[src/sv/dsrv_pkg.sv]
// ----------------------------------------------------------------------------
// dsrv_pkg
// Shared types, constants and the byte-wide CRC-32 update for the dual slot
// record validator.
// ----------------------------------------------------------------------------
package dsrv_pkg;

    // record geometry
    localparam int RECORD_BYTES = 48;
    localparam int CRC_BYTES    = 44;
    localparam int IDX_W        = $clog2(RECORD_BYTES + 1);
    localparam int NUM_WORDS    = 5;
    localparam int WORD_IDX_W   = $clog2(NUM_WORDS);

    // byte positions
    localparam logic [IDX_W-1:0] POS_MAGIC0   = IDX_W'(0);
    localparam logic [IDX_W-1:0] POS_MAGIC1   = IDX_W'(1);
    localparam logic [IDX_W-1:0] POS_MAGIC2   = IDX_W'(2);
    localparam logic [IDX_W-1:0] POS_MAGIC3   = IDX_W'(3);
    localparam logic [IDX_W-1:0] POS_VERSION  = IDX_W'(4);
    localparam logic [IDX_W-1:0] POS_SIZE     = IDX_W'(5);
    localparam logic [IDX_W-1:0] POS_RSV0     = IDX_W'(6);
    localparam logic [IDX_W-1:0] POS_RSV1     = IDX_W'(7);
    localparam logic [IDX_W-1:0] POS_WORDS    = IDX_W'(8);
    localparam logic [IDX_W-1:0] POS_COINS_LO = IDX_W'(24);
    localparam logic [IDX_W-1:0] POS_COINS_HI = IDX_W'(25);
    localparam logic [IDX_W-1:0] POS_XP       = IDX_W'(26);
    localparam logic [IDX_W-1:0] POS_FULL     = IDX_W'(27);
    localparam logic [IDX_W-1:0] POS_ENERGY   = IDX_W'(28);
    localparam logic [IDX_W-1:0] POS_REST     = IDX_W'(29);
    localparam logic [IDX_W-1:0] POS_RSV_LO   = IDX_W'(30);
    localparam logic [IDX_W-1:0] POS_CRC      = IDX_W'(CRC_BYTES);
    localparam logic [IDX_W-1:0] POS_END      = IDX_W'(RECORD_BYTES);

    localparam logic [WORD_IDX_W-1:0] WORD_BASE = WORD_IDX_W'(POS_WORDS >> 2);
    localparam logic [WORD_IDX_W-1:0] WORD_CRC  = WORD_IDX_W'(NUM_WORDS - 1);

    // header contents
    localparam logic [7:0] MAGIC0      = 8'h50;
    localparam logic [7:0] MAGIC1      = 8'h45;
    localparam logic [7:0] MAGIC2      = 8'h54;
    localparam logic [7:0] MAGIC3      = 8'h31;
    localparam logic [7:0] VERSION     = 8'd1;
    localparam logic [7:0] SIZE_BYTE   = 8'(RECORD_BYTES);

    // field limits
    localparam logic [15:0] COINS_MAX  = 16'd999;
    localparam logic [7:0]  PCT_MAX    = 8'd100;
    localparam logic [7:0]  REST_MAX   = 8'd1;
    localparam logic [31:0] SERIAL_HALF = 32'h8000_0000;

    // crc
    localparam logic [31:0] CRC_POLY = 32'hedb8_8320;
    localparam logic [31:0] CRC_INIT = 32'hffff_ffff;

    // configuration registers
    localparam int          CFG_IDX_W   = 8;
    localparam logic [CFG_IDX_W-1:0] CFG_MAX_EXP = CFG_IDX_W'(0);
    localparam logic [CFG_IDX_W-1:0] CFG_PERIOD  = CFG_IDX_W'(1);
    localparam logic [7:0]  MAX_EXP_RST = 8'd56;
    localparam logic [31:0] PERIOD_RST  = 32'd60000;

    typedef enum logic [1:0] {
        OUT_USE_A = 2'd0,
        OUT_USE_B = 2'd1,
        OUT_NONE  = 2'd2
    } t_outcome;

    typedef struct packed {
        logic [31:0] id;
        logic [31:0] seq;
        logic [31:0] cycles;
        logic [31:0] phase;
        logic [15:0] coins;
        logic [7:0]  xp;
        logic [6:0]  full;
        logic [6:0]  energy;
        logic        rest;
    } t_rec_fields;

    // one finished record, handed from the accumulator to the selector
    typedef struct packed {
        logic        slot_b;
        logic        empty;
        logic        fmt_ok;
        logic        len_ok;
        logic [31:0] crc_calc;
        logic [31:0] crc_stored;
        t_rec_fields fields;
    } t_rec_event;

    // reflected crc-32, one byte, lsb first
    function automatic logic [31:0] crc32_byte(input logic [31:0] crc, input logic [7:0] v);
        logic [31:0] c;
        c = crc ^ {24'd0, v};
        for (int k = 0; k < 8; k++) begin
            c = (c >> 1) ^ (c[0] ? CRC_POLY : 32'd0);
        end
        return c;
    endfunction

endpackage

[src/sv/dsrv_accum.sv]
// ----------------------------------------------------------------------------
// dsrv_accum
// Per-byte record accumulator: crc, format checks and field capture. Each
// record end is registered as one event for the selector.
// ----------------------------------------------------------------------------
module dsrv_accum
    import dsrv_pkg::*;
(
    input  logic       i_clk,
    input  logic       i_rst_n,
    input  logic       i_valid,
    input  logic [7:0] i_byte,
    input  logic       i_slot,
    input  logic       i_last,
    input  logic       i_empty,
    output logic       o_ready,
    output logic       o_evt_valid,
    output t_rec_event o_evt,
    input  logic       i_evt_ready
);

    logic [IDX_W-1:0] r_idx, n_idx;
    logic [31:0]      r_crc, n_crc;
    logic             r_fmt, n_fmt;
    logic [31:0]      r_words [NUM_WORDS];
    logic [31:0]      n_words [NUM_WORDS];
    logic [15:0]      r_coins, n_coins;
    logic [7:0]       r_xp, n_xp;
    logic [6:0]       r_full, n_full;
    logic [6:0]       r_energy, n_energy;
    logic             r_rest, n_rest;
    logic             r_evt_valid, n_evt_valid;
    t_rec_event       r_evt, n_evt;

    logic             accept;
    logic             rec_end;
    logic             in_rsv;
    logic [4:0]       lane_sh;
    logic [WORD_IDX_W-1:0] widx;

    assign o_ready     = !r_evt_valid || i_evt_ready;
    assign accept      = i_valid && o_ready;
    assign rec_end     = i_empty || i_last;
    assign o_evt_valid = r_evt_valid;
    assign o_evt       = r_evt;

    assign in_rsv  = (r_idx == POS_RSV0) || (r_idx == POS_RSV1) ||
                     ((r_idx >= POS_RSV_LO) && (r_idx < POS_CRC));
    assign lane_sh = {r_idx[1:0], 3'b000};
    assign widx    = (r_idx >= POS_CRC) ? WORD_CRC : (WORD_IDX_W'(r_idx[4:2]) - WORD_BASE);

    always_comb begin
        // byte applied to the running record
        n_idx    = r_idx;
        n_crc    = r_crc;
        n_fmt    = r_fmt;
        n_words  = r_words;
        n_coins  = r_coins;
        n_xp     = r_xp;
        n_full   = r_full;
        n_energy = r_energy;
        n_rest   = r_rest;
        if (!i_empty) begin
            if (r_idx >= POS_END) begin
                n_fmt = 1'b0;
            end else begin
                if (r_idx < POS_CRC) begin
                    n_crc = crc32_byte(r_crc, i_byte);
                end
                case (r_idx)
                    POS_MAGIC0:   if (i_byte != MAGIC0) n_fmt = 1'b0;
                    POS_MAGIC1:   if (i_byte != MAGIC1) n_fmt = 1'b0;
                    POS_MAGIC2:   if (i_byte != MAGIC2) n_fmt = 1'b0;
                    POS_MAGIC3:   if (i_byte != MAGIC3) n_fmt = 1'b0;
                    POS_VERSION:  if (i_byte != VERSION) n_fmt = 1'b0;
                    POS_SIZE:     if (i_byte != SIZE_BYTE) n_fmt = 1'b0;
                    POS_COINS_LO: n_coins[7:0]  = i_byte;
                    POS_COINS_HI: n_coins[15:8] = i_byte;
                    POS_XP:       n_xp = i_byte;
                    POS_FULL: begin
                        if (i_byte > PCT_MAX) n_fmt = 1'b0;
                        n_full = i_byte[6:0];
                    end
                    POS_ENERGY: begin
                        if (i_byte > PCT_MAX) n_fmt = 1'b0;
                        n_energy = i_byte[6:0];
                    end
                    POS_REST: begin
                        if (i_byte > REST_MAX) n_fmt = 1'b0;
                        n_rest = i_byte[0];
                    end
                    default: ;
                endcase
                if (in_rsv && (i_byte != 8'd0)) n_fmt = 1'b0;
                // words are zero at record start, so a lane write is an or
                if (((r_idx >= POS_WORDS) && (r_idx < POS_COINS_LO)) || (r_idx >= POS_CRC)) begin
                    n_words[widx][lane_sh +: 8] = i_byte;
                end
                n_idx = r_idx + IDX_W'(1);
            end
        end

        n_evt_valid = r_evt_valid && !i_evt_ready;
        n_evt       = r_evt;
        if (accept && rec_end) begin
            n_evt_valid           = 1'b1;
            n_evt.slot_b          = i_slot;
            n_evt.empty           = i_empty;
            n_evt.fmt_ok          = n_fmt;
            n_evt.len_ok          = (n_idx == POS_END);
            n_evt.crc_calc        = ~n_crc;
            n_evt.crc_stored      = n_words[WORD_CRC];
            n_evt.fields.id       = n_words[0];
            n_evt.fields.seq      = n_words[1];
            n_evt.fields.cycles   = n_words[2];
            n_evt.fields.phase    = n_words[3];
            n_evt.fields.coins    = n_coins;
            n_evt.fields.xp       = n_xp;
            n_evt.fields.full     = n_full;
            n_evt.fields.energy   = n_energy;
            n_evt.fields.rest     = n_rest;
        end
    end

    always_ff @(posedge i_clk) begin
        if (!i_rst_n) begin
            r_idx       <= '0;
            r_crc       <= CRC_INIT;
            r_fmt       <= 1'b1;
            r_coins     <= '0;
            r_xp        <= '0;
            r_full      <= '0;
            r_energy    <= '0;
            r_rest      <= 1'b0;
            r_evt_valid <= 1'b0;
            for (int w = 0; w < NUM_WORDS; w++) begin
                r_words[w] <= '0;
            end
        end else begin
            r_evt_valid <= n_evt_valid;
            if (accept) begin
                if (rec_end) begin
                    // start the next record
                    r_idx    <= '0;
                    r_crc    <= CRC_INIT;
                    r_fmt    <= 1'b1;
                    r_coins  <= '0;
                    r_xp     <= '0;
                    r_full   <= '0;
                    r_energy <= '0;
                    r_rest   <= 1'b0;
                    for (int w = 0; w < NUM_WORDS; w++) begin
                        r_words[w] <= '0;
                    end
                end else begin
                    r_idx    <= n_idx;
                    r_crc    <= n_crc;
                    r_fmt    <= n_fmt;
                    r_coins  <= n_coins;
                    r_xp     <= n_xp;
                    r_full   <= n_full;
                    r_energy <= n_energy;
                    r_rest   <= n_rest;
                    r_words  <= n_words;
                end
            end
        end
    end

    always_ff @(posedge i_clk) begin
        r_evt <= n_evt;
    end

endmodule

[src/sv/dsrv_select.sv]
// ----------------------------------------------------------------------------
// dsrv_select
// Record validation, slot A hold and the A/B choice, with the result
// register that feeds the output stream.
// ----------------------------------------------------------------------------
module dsrv_select
    import dsrv_pkg::*;
(
    input  logic        i_clk,
    input  logic        i_rst_n,
    input  logic [7:0]  i_max_exp,
    input  logic [31:0] i_period,
    input  logic        i_evt_valid,
    input  t_rec_event  i_evt,
    output logic        o_evt_ready,
    output logic        o_valid,
    input  logic        i_ready,
    output t_outcome    o_outcome,
    output t_rec_fields o_fields
);

    logic        r_held_valid, n_held_valid;
    t_rec_fields r_held;
    logic        held_we;
    logic        r_out_valid, n_out_valid;
    t_outcome    r_outcome, n_outcome;
    t_rec_fields r_out, n_out;

    logic        out_free;
    logic        consume;
    logic        rec_ok;
    logic [31:0] seq_diff;
    logic        use_b;

    assign out_free    = !r_out_valid || i_ready;
    assign o_evt_ready = !i_evt.slot_b || out_free;
    assign consume     = i_evt_valid && o_evt_ready;

    assign rec_ok = !i_evt.empty && i_evt.fmt_ok && i_evt.len_ok &&
                    (i_evt.crc_calc == i_evt.crc_stored) &&
                    (i_evt.fields.id != 32'd0) &&
                    (i_evt.fields.coins <= COINS_MAX) &&
                    (i_evt.fields.xp <= i_max_exp) &&
                    (i_evt.fields.phase < i_period);

    // serial-number compare: b newer when the forward distance is under half
    assign seq_diff = i_evt.fields.seq - r_held.seq;
    assign use_b    = rec_ok && (!r_held_valid ||
                      ((i_evt.fields.seq != r_held.seq) && (seq_diff < SERIAL_HALF)));

    assign o_valid   = r_out_valid;
    assign o_outcome = r_outcome;
    assign o_fields  = r_out;

    always_comb begin
        n_held_valid = r_held_valid;
        held_we      = 1'b0;
        n_out_valid  = r_out_valid && !i_ready;
        n_outcome    = r_outcome;
        n_out        = r_out;
        if (consume) begin
            if (!i_evt.slot_b) begin
                n_held_valid = rec_ok;
                held_we      = rec_ok;
            end else begin
                n_out_valid  = 1'b1;
                n_held_valid = 1'b0;
                if (!rec_ok && !r_held_valid) begin
                    n_outcome = OUT_NONE;
                    n_out     = '0;
                end else if (use_b) begin
                    n_outcome = OUT_USE_B;
                    n_out     = i_evt.fields;
                end else begin
                    n_outcome = OUT_USE_A;
                    n_out     = r_held;
                end
            end
        end
    end

    always_ff @(posedge i_clk) begin
        if (!i_rst_n) begin
            r_held_valid <= 1'b0;
            r_out_valid  <= 1'b0;
        end else begin
            r_held_valid <= n_held_valid;
            r_out_valid  <= n_out_valid;
        end
    end

    always_ff @(posedge i_clk) begin
        if (held_we) begin
            r_held <= i_evt.fields;
        end
        r_outcome <= n_outcome;
        r_out     <= n_out;
    end

endmodule

[src/sv/dual_slot_record_validator_unit.sv]
// ----------------------------------------------------------------------------
// dual_slot_record_validator_unit
// Validates two stored save records and picks the one to use.
// ----------------------------------------------------------------------------
// Record bytes stream in one byte per cycle while the input is ready, slot A's
// record first, then slot B's. Each byte goes straight into the accumulator
// (crc-32 byte update and format checks), so the input takes a byte every cycle
// unless stalled. A record end is registered as an event; the selector then
// validates it, holds slot A, and on slot B's end loads the result register
// from the registered event. The input stalls only while a slot B result is
// waiting behind an output word that has not been taken. Configuration
// writes are always accepted and must be made while no record is in flight.
module dual_slot_record_validator_unit
    import dsrv_pkg::*;
(
    input  logic                 i_clk,
    input  logic                 i_rst_n,
    // slave stream
    input  logic                 i_s_tvalid,
    output logic                 o_s_tready,
    input  logic [7:0]           i_s_tdata,   // [7:0] data_byte
    input  logic                 i_s_tlast,   // last_byte
    input  logic [1:0]           i_s_tuser,   // [0] slot, [1] slot_empty
    // master stream
    output logic                 o_m_tvalid,
    input  logic                 i_m_tready,
    output logic [167:0]         o_m_tdata,   // [31:0] id, [63:32] sequence_res,
                                              // [95:64] cycles, [127:96] cycle_phase,
                                              // [137:128] coins, [145:138] experience,
                                              // [152:146] fullness, [159:153] energy,
                                              // [160] resting, [167:161] zero
    output logic [1:0]           o_m_tuser,   // [1:0] outcome
    // configuration
    input  logic                 i_cfg_valid,
    output logic                 o_cfg_ready,
    input  logic [CFG_IDX_W-1:0] i_cfg_index,
    input  logic [31:0]          i_cfg_data
);

    logic [7:0]  r_max_exp;
    logic [31:0] r_period;

    logic        evt_valid;
    logic        evt_ready;
    t_rec_event  evt;
    t_outcome    sel_outcome;
    t_rec_fields sel_fields;

    assign o_cfg_ready = 1'b1;

    always_ff @(posedge i_clk) begin
        if (!i_rst_n) begin
            r_max_exp <= MAX_EXP_RST;
            r_period  <= PERIOD_RST;
        end else if (i_cfg_valid) begin
            unique case (i_cfg_index)
                CFG_MAX_EXP: r_max_exp <= i_cfg_data[7:0];
                CFG_PERIOD:  r_period  <= i_cfg_data;
                default: ;
            endcase
        end
    end

    dsrv_accum u_accum (
        .i_clk       (i_clk),
        .i_rst_n     (i_rst_n),
        .i_valid     (i_s_tvalid),
        .i_byte      (i_s_tdata),
        .i_slot      (i_s_tuser[0]),
        .i_last      (i_s_tlast),
        .i_empty     (i_s_tuser[1]),
        .o_ready     (o_s_tready),
        .o_evt_valid (evt_valid),
        .o_evt       (evt),
        .i_evt_ready (evt_ready)
    );

    dsrv_select u_select (
        .i_clk       (i_clk),
        .i_rst_n     (i_rst_n),
        .i_max_exp   (r_max_exp),
        .i_period    (r_period),
        .i_evt_valid (evt_valid),
        .i_evt       (evt),
        .o_evt_ready (evt_ready),
        .o_valid     (o_m_tvalid),
        .i_ready     (i_m_tready),
        .o_outcome   (sel_outcome),
        .o_fields    (sel_fields)
    );

    assign o_m_tuser = sel_outcome;
    assign o_m_tdata = {7'd0, sel_fields.rest, sel_fields.energy, sel_fields.full,
                        sel_fields.xp, sel_fields.coins[9:0], sel_fields.phase,
                        sel_fields.cycles, sel_fields.seq, sel_fields.id};

endmodule

[config.mk]
export PLATFORM = sky130hd
export DESIGN_NAME = dual_slot_record_validator_unit
export DESIGN_NICKNAME = d
export VERILOG_FILES = /design/src/sv/dsrv_pkg.sv /design/src/sv/dsrv_accum.sv /design/src/sv/dsrv_select.sv /design/src/sv/dual_slot_record_validator_unit.sv
export SDC_FILE = /design/constraint.sdc
export NUM_CORES = 1
export LEC_CHECK = 0
export ABC_CLOCK_PERIOD_IN_PS = 19100
export BUFFER_PORTS_ARGS = -buffer_cell sky130_fd_sc_hd__clkbuf_2
export CAP_MARGIN = 15
export CORE_MARGIN = 2
export CORE_UTILIZATION = 40
export CTS_CLUSTER_SIZE = 28
export DETAILED_ROUTE_END_ITERATION = 12
export HOLD_SLACK_MARGIN = 0.1
export SETUP_SLACK_MARGIN = 0.5
export SYNTH_ARGS = -nofsm -noshare
export SYNTH_HDL_FRONTEND = slang
export SYNTH_SLANG_ARGS = --single-unit
[constraint.sdc]
create_clock -name i_clk -period 19.1 [get_ports i_clk]
set_input_delay 1.91 -clock i_clk [delete_from_list [all_inputs] [get_ports i_clk]]
set_output_delay 1.91 -clock i_clk [all_outputs]
set_load 0.03 [all_outputs]
==> After elaboration in Yosys (flattened, before gate mapping) <==
Cells that the tools add are included.
{ "word_totals": {"latchBits": 0, "output_inout_bits": 173, "wordCells": 213, "romBits": 0, "in_bits": 56, "mem_count": 0, "ramBits": 0, "regBits": 846} }
{ "op_classes": {"shifts": 2, "div_mod_pow": 0, "reduce_logical": 43, "n_mul": 0, "order_cmp": 14, "n_addsub": 4, "bitwise": 11, "n_eq_ne": 23, "muxes": 64} }
{ "ops": {"columns": ["operator", "count"], "rows": [
  ["160-bit two-way mux", 4],
  ["32-bit two-way mux", 13],
  ["31-bit by 32-bit bitwise XOR with 32-bit output", 8],
  ["167-bit two-way mux", 1],
  ["160-bit bitwise mux", 1],
  ["32-bit demux with 3-bit select", 1],
  ["7-bit two-way mux", 8],
  ["16-bit two-way mux", 3],
  ["8-bit two-way mux", 6],
  ["6-bit by 5-bit == test with 1-bit output, second input constant", 6],
  ["32-bit == test", 1],
  ["32-bit < comparator", 1],
  ["32-bit < comparator, second input constant", 1],
  ["32-bit != test", 1],
  ["32-bit inverter", 1],
  ["32-bit nonzero test", 1],
  ["8-bit by 7-bit variable shift with 32-bit output, first input constant", 1],
  ["8-bit by 7-bit variable part select with 32-bit output", 1],
  ["32-bit subtractor", 1],
  ["32-bit by 8-bit bitwise XOR with 32-bit output", 1],
  ["6-bit by 3-bit == test with 1-bit output, second input constant", 4],
  ["8-bit by 7-bit != test with 1-bit output, second input constant", 3],
  ["1-bit two-way mux", 22],
  ["1-bit logical AND", 19],
  ["other kinds (31)", 52]
]} }

==> Logic depth before layout (Yosys ltp) <==
{ "logic_depth": {"ltp_word": 21, "depth_mapped": 11, "ltp_nobuf": 9} }

==> Modules after synthesis <==
A second synthesis with hierarchy kept.
{ "unflattened": {"hier_cells": 2821, "area_unflattened_um2": 35706.7} }
{ "by_module_without_submodules": {"columns": ["mod", "area_each_um2", "seq_area_each_um2", "instances", "cells_per_inst"], "rows": [
  ["dsrv_accum", 19412.4, 11841.4, 1, 1728],
  ["dsrv_select", 14592.7, 10129.7, 1, 908],
  ["dual_slot_record_validator_unit", 1701.6, 800.8, 1, 185]
]} }

==> Worst setup path before layout <==
No wires, ideal clock.
{ "synth_timing": {"kind": "reg2reg", "startpoint": "register u_accum.r_evt (netlist bit u_accum.o_evt[64])", "endpoint": "register u_select.r_held_valid", "slack_ns": -0.446, "t_required_ns": 18.967, "path_buffers": 0, "arrival_ns": 19.413, "stages_incl_launch_ff": 9, "synth_period_minus_slack_ns": 19.546, "setup_ns": 0.133, "cell_sequence": "edfxtp_1 > ha_1 > a21o_1 > a21o_1 > a21oi_1 > a21oi_1 > or4b_1 > nor4b_1 > o21a_1"} }
{ "synth_via": {"elab_chain_len": 3} }
{ "synth_lines": {"columns": ["item", "line_no", "source"], "rows": [
  ["start: declaration", "dsrv_accum.sv:33", "t_rec_event r_evt, n_evt;"],
  ["start signal: assignment", "dsrv_accum.sv:171", "r_evt <= n_evt;"],
  ["32-bit < comparator", "dsrv_select.sv:44", "(i_evt.fields.phase < i_period);"],
  ["1-bit logical AND", "dsrv_select.sv:43", "(i_evt.fields.xp <= i_max_exp) &&"],
  ["1-bit two-way mux", "dsrv_select.sv:62", "if (!i_evt.slot_b) begin"],
  ["end signal: assignment", "dsrv_select.sv:87", "r_held_valid <= n_held_valid;"],
  ["end: declaration", "dsrv_select.sv:22", "logic r_held_valid, n_held_valid;"]
]} }
No other way between the ends.
A chain may end at the register's enable or synchronous reset.

==> Worst setup path in the final report <==
{ "layout_timing": {"startpoint": "register u_accum.r_evt (netlist bit u_accum.o_evt[70])", "endpoint": "register u_select.r_out (netlist bit u_select.o_fields[28]) (data pin)"} }
{ "layout_via": {"elab_chain_len": 4, "elab_cells_between_ends": 6, "cone_classes": "order compare: 1; mux: 1; reduce/logical: 4"} }
{ "layout_lines": {"columns": ["item", "line_no", "source"], "rows": [
  ["32-bit < comparator *", "dsrv_select.sv:44", null],
  ["1-bit logical AND *", "dsrv_select.sv:43", null],
  ["1-bit logical AND / 1-bit logical NOT (equally long branches)", "dsrv_select.sv:48, dsrv_select.sv:68", null],
  ["167-bit two-way mux / 1-bit logical AND (equally long branches)", "dsrv_select.sv:71, dsrv_select.sv:68", null],
  ["end signal: assignment", "dsrv_select.sv:97", "r_out <= n_out;"],
  ["end: declaration", "dsrv_select.sv:27", "t_rec_fields r_out, n_out;"]
]} }
Every way passes the cells marked *; elsewhere a longest branch is shown, timed or not.

==> results.sh <==
export IMPL_powerDensity_mw_per_mm2=98.7
export IMPL_reg2reg_depth=8
export IMPL_tightest_slew_ps=1290
export IMPL_period_needed_ps=4620
export IMPL_finClkSkew_ps=31.7
export IMPL_status="completed"
export IMPL_wirelength_um=94200
export IMPL_grt_remaining_overflow=0
export IMPL_cp_arrival_ps=4970
export IMPL_dieWidth_um=302
export IMPL_max_freq_ghz=0.216
export IMPL_min_to="u_select.r_held[103]"
export IMPL_vias_per_cell=5.32
export IMPL_numCtsBuffers=87
export IMPL_final_setup_worst_slack_ps=14480
export IMPL_crit_fanout=75
export IMPL_yosysWarnings=0
export IMPL_finalSetupTns_ps=0
export IMPL_p_leak_nw=14.8
export IMPL_synth_cell_area_mm2=0.0355
export IMPL_gp_congestion=0.885
export IMPL_avgSynthCellArea_um2=11.3
export IMPL_syn_inst=3148
export IMPL_async_reset_ff_share_pct=0
export IMPL_clockBufferDepth=3
export IMPL_synthFlopType="edfxtp_1"
export IMPL_cts_htree_levels=3
export IMPL_vdd_drop_max_v=0.0000626
export IMPL_rsz0062_at_grt="no"
export IMPL_cts_setup_buffers=0
export IMPL_initial_core_util_pct=40.3
export IMPL_hold_depth=0
export IMPL_final_antenna_net_count=0
export IMPL_vias=24200
export IMPL_max_cap_violations=0
export IMPL_syn_to_final_growth_pct=14.5
export IMPL_cts_hold_buf=0
export IMPL_coreArea_mm2=0.0881
export IMPL_final_common_cell="edfxtp_1"
export IMPL_die_area_mm2=0.0911
export IMPL_grt_max_degree=178
export IMPL_cts_tree="done"
export IMPL_avgRoutedWirePerCell_um=20.7
export IMPL_start_kind="flip-flop"
export IMPL_final_cell_mix="edfxtp_1, nand2_1, dfxtp_1, inv_1, nor2_1"
export IMPL_synth_edf_count=559
export IMPL_rows=109
export IMPL_drc=0
export IMPL_layout_drive_gt1_share_pct=13.9
export IMPL_worstPathRequired_ps=19440
export IMPL_yosysSeqAreaShare_pct=63.2
export IMPL_rr_endpoint="u_select.o_fields[28]"
export IMPL_hold_viol=0
export IMPL_antenna_found_initial=0
export IMPL_dpl_hpwl_um=61500
export IMPL_synthDistinctLibCells=83
export IMPL_grt_pass1_wl_um=141000
export IMPL_clock_root_buffer="clkbuf_16"
export IMPL_io_pins=229
export IMPL_clk_pin_slew_ps=60
export IMPL_clock_sinks=840
export IMPL_finalSetupViolations=0
export IMPL_chipHeight_um=302
export IMPL_nNetsFinal=3439
export IMPL_maxSlewViolCount=0
export IMPL_drt_iter0_markers=2155
export IMPL_io_buffer_count=220
export IMPL_regToRegSetupSlack_ps=14480
export IMPL_r2r_start="u_accum.o_evt[70]"
export IMPL_min_path_type="flip-flop to flip-flop"
export IMPL_post_place_ws_ps=14220
export IMPL_ys_seq_elements=840
export IMPL_critPathKind="flip-flop to flip-flop"
export IMPL_drt_pass1_iterations=6
export IMPL_ctsResizeCount=0
export IMPL_cp_end_kind="flip-flop"
export IMPL_diodes=0
export IMPL_hold_start="u_accum.o_evt[103]"
export IMPL_fin_crit_sh_pct=24.2
export IMPL_relSlewSlack_pct=13.9
export IMPL_grt_pass1_vias=22900
export IMPL_clk_latency_ps=660
export IMPL_track_usage_pct=20.3
[routing by layer]
layer	routed length, µm	global-route usage [%]
met1	41400	27.8
met2	44300	32.8
met3	5130	3.00
met4	3280	7.59
met5	0	0
[where the power goes]
part           switching (mW)  internal [mW]
clock                   0.726           1.04
sequential             0.0288           1.98
combinational           0.160         0.0771
total                   0.914           3.10
[sequential cells by signal, summed over array words and instances, names as in the netlist]
register               count
u_accum.o_evt            235
u_accum.r_idx              6
u_select.o_fields        161
u_accum.r_crc             32
u_accum.r_words          160
u_select.r_held_valid      1
u_select.r_held          161
u_accum.o_evt_valid        1
u_select.o_outcome         2
u_accum.r_energy           7
u_accum.r_xp               8
u_accum.r_full             7
u_accum.r_rest             1
r_max_exp                  8
u_select.o_valid           1
u_accum.r_coins           16
u_accum.r_fmt              1
r_period                  32
[cells in the mapped netlist, drive strengths merged (32+ instances only)]
master | number | share of area, %
edfxtp | 559 | 47
nand2 | 468 | 4.9
dfxtp | 281 | 16
inv | 255 | 2.7
nor2 | 223 | 2.4
o21ai | 181 | 2.6
a22oi | 152 | 3.2
o22ai | 151 | 2.7
clkbuf | 146 | 1.5
ha | 76 | 2.7
xnor2 | 70 | 1.8
a21oi | 64 | 0.90
and2 | 50 | 0.88
mux2 | 48 | 1.5
buf | 43 | 0.66
o211ai | 43 | 0.91
xor2 | 33 | 0.81
nand4 | 32 | 0.56
[critical path, cell delays in order (launching register included)]
cell and delay (ps):
edfxtp_1 410, ha_1 340, a211oi_1 410, and4_1 250
o211ai_1 120, or4b_1 730, a211oi_4 890, buf_4 820
o22ai_1 190
[cells by family (layout without fill, tap and decap cells)]
kind of cell / count (synthesis) / in the layout / synth area share, %
AND/OR/NAND/NOR: 884 / 884 / 10.8
flip-flops: 840 / 840 / 63.2
AO/OA/AOI/OAI: 725 / 725 / 13.5
buffers and inverters: 445 / 673 / 4.91
XOR/XNOR: 104 / 104 / 2.71
adder cells (fa/ha/maj): 76 / 76 / 2.68
multiplexers: 72 / 72 / 2.20
other: 2 / 8 / 0.0212
[how the worst max path moves through the flow]
stage          depth (start not counted)              start               endpoint
5_1_grt                                8  u_accum.o_evt[70]  u_select.o_fields[26]
3_5_place_dp                          10         i_m_tready    u_accum.r_words[11]
6_report                               8  u_accum.o_evt[70]  u_select.o_fields[28]
4_1_cts                                8  u_accum.o_evt[70]  u_select.o_fields[28]
2_1_floorplan                          6         i_m_tready      u_accum.r_crc[21]
3_3_place_gp                          10         i_m_tready    u_accum.r_words[41]
[cell type report]
type                    count  area, µm²
fillers                  8119      47500
flip-flops and latches    840      22400
inverters                 256        963
clock inverters            44        569
repair buffers            253       1370
clock buffers             120       2420
well taps                1165       1460
multi-input cells        1869      11400
[metrics by stage]
step / cells / power, mW / area [µm²] / hold WS, ps / util, %
floorplan: 3154 / 2.21 / 35500 / 426 / -
global placement: 4381 / 2.28 / 37600 / 433 / 42.7
detailed placement: 4382 / 2.28 / 37600 / 435 / 42.7
CTS: 4546 / 4.05 / 40600 / 450 / 46.1
global route: 4547 / 4.14 / 40600 / 461 / 46.1
finish: 4547 / 4.01 / 40600 / 450 / 46.1
No activity file was read; power rests on OpenSTA's default activity.
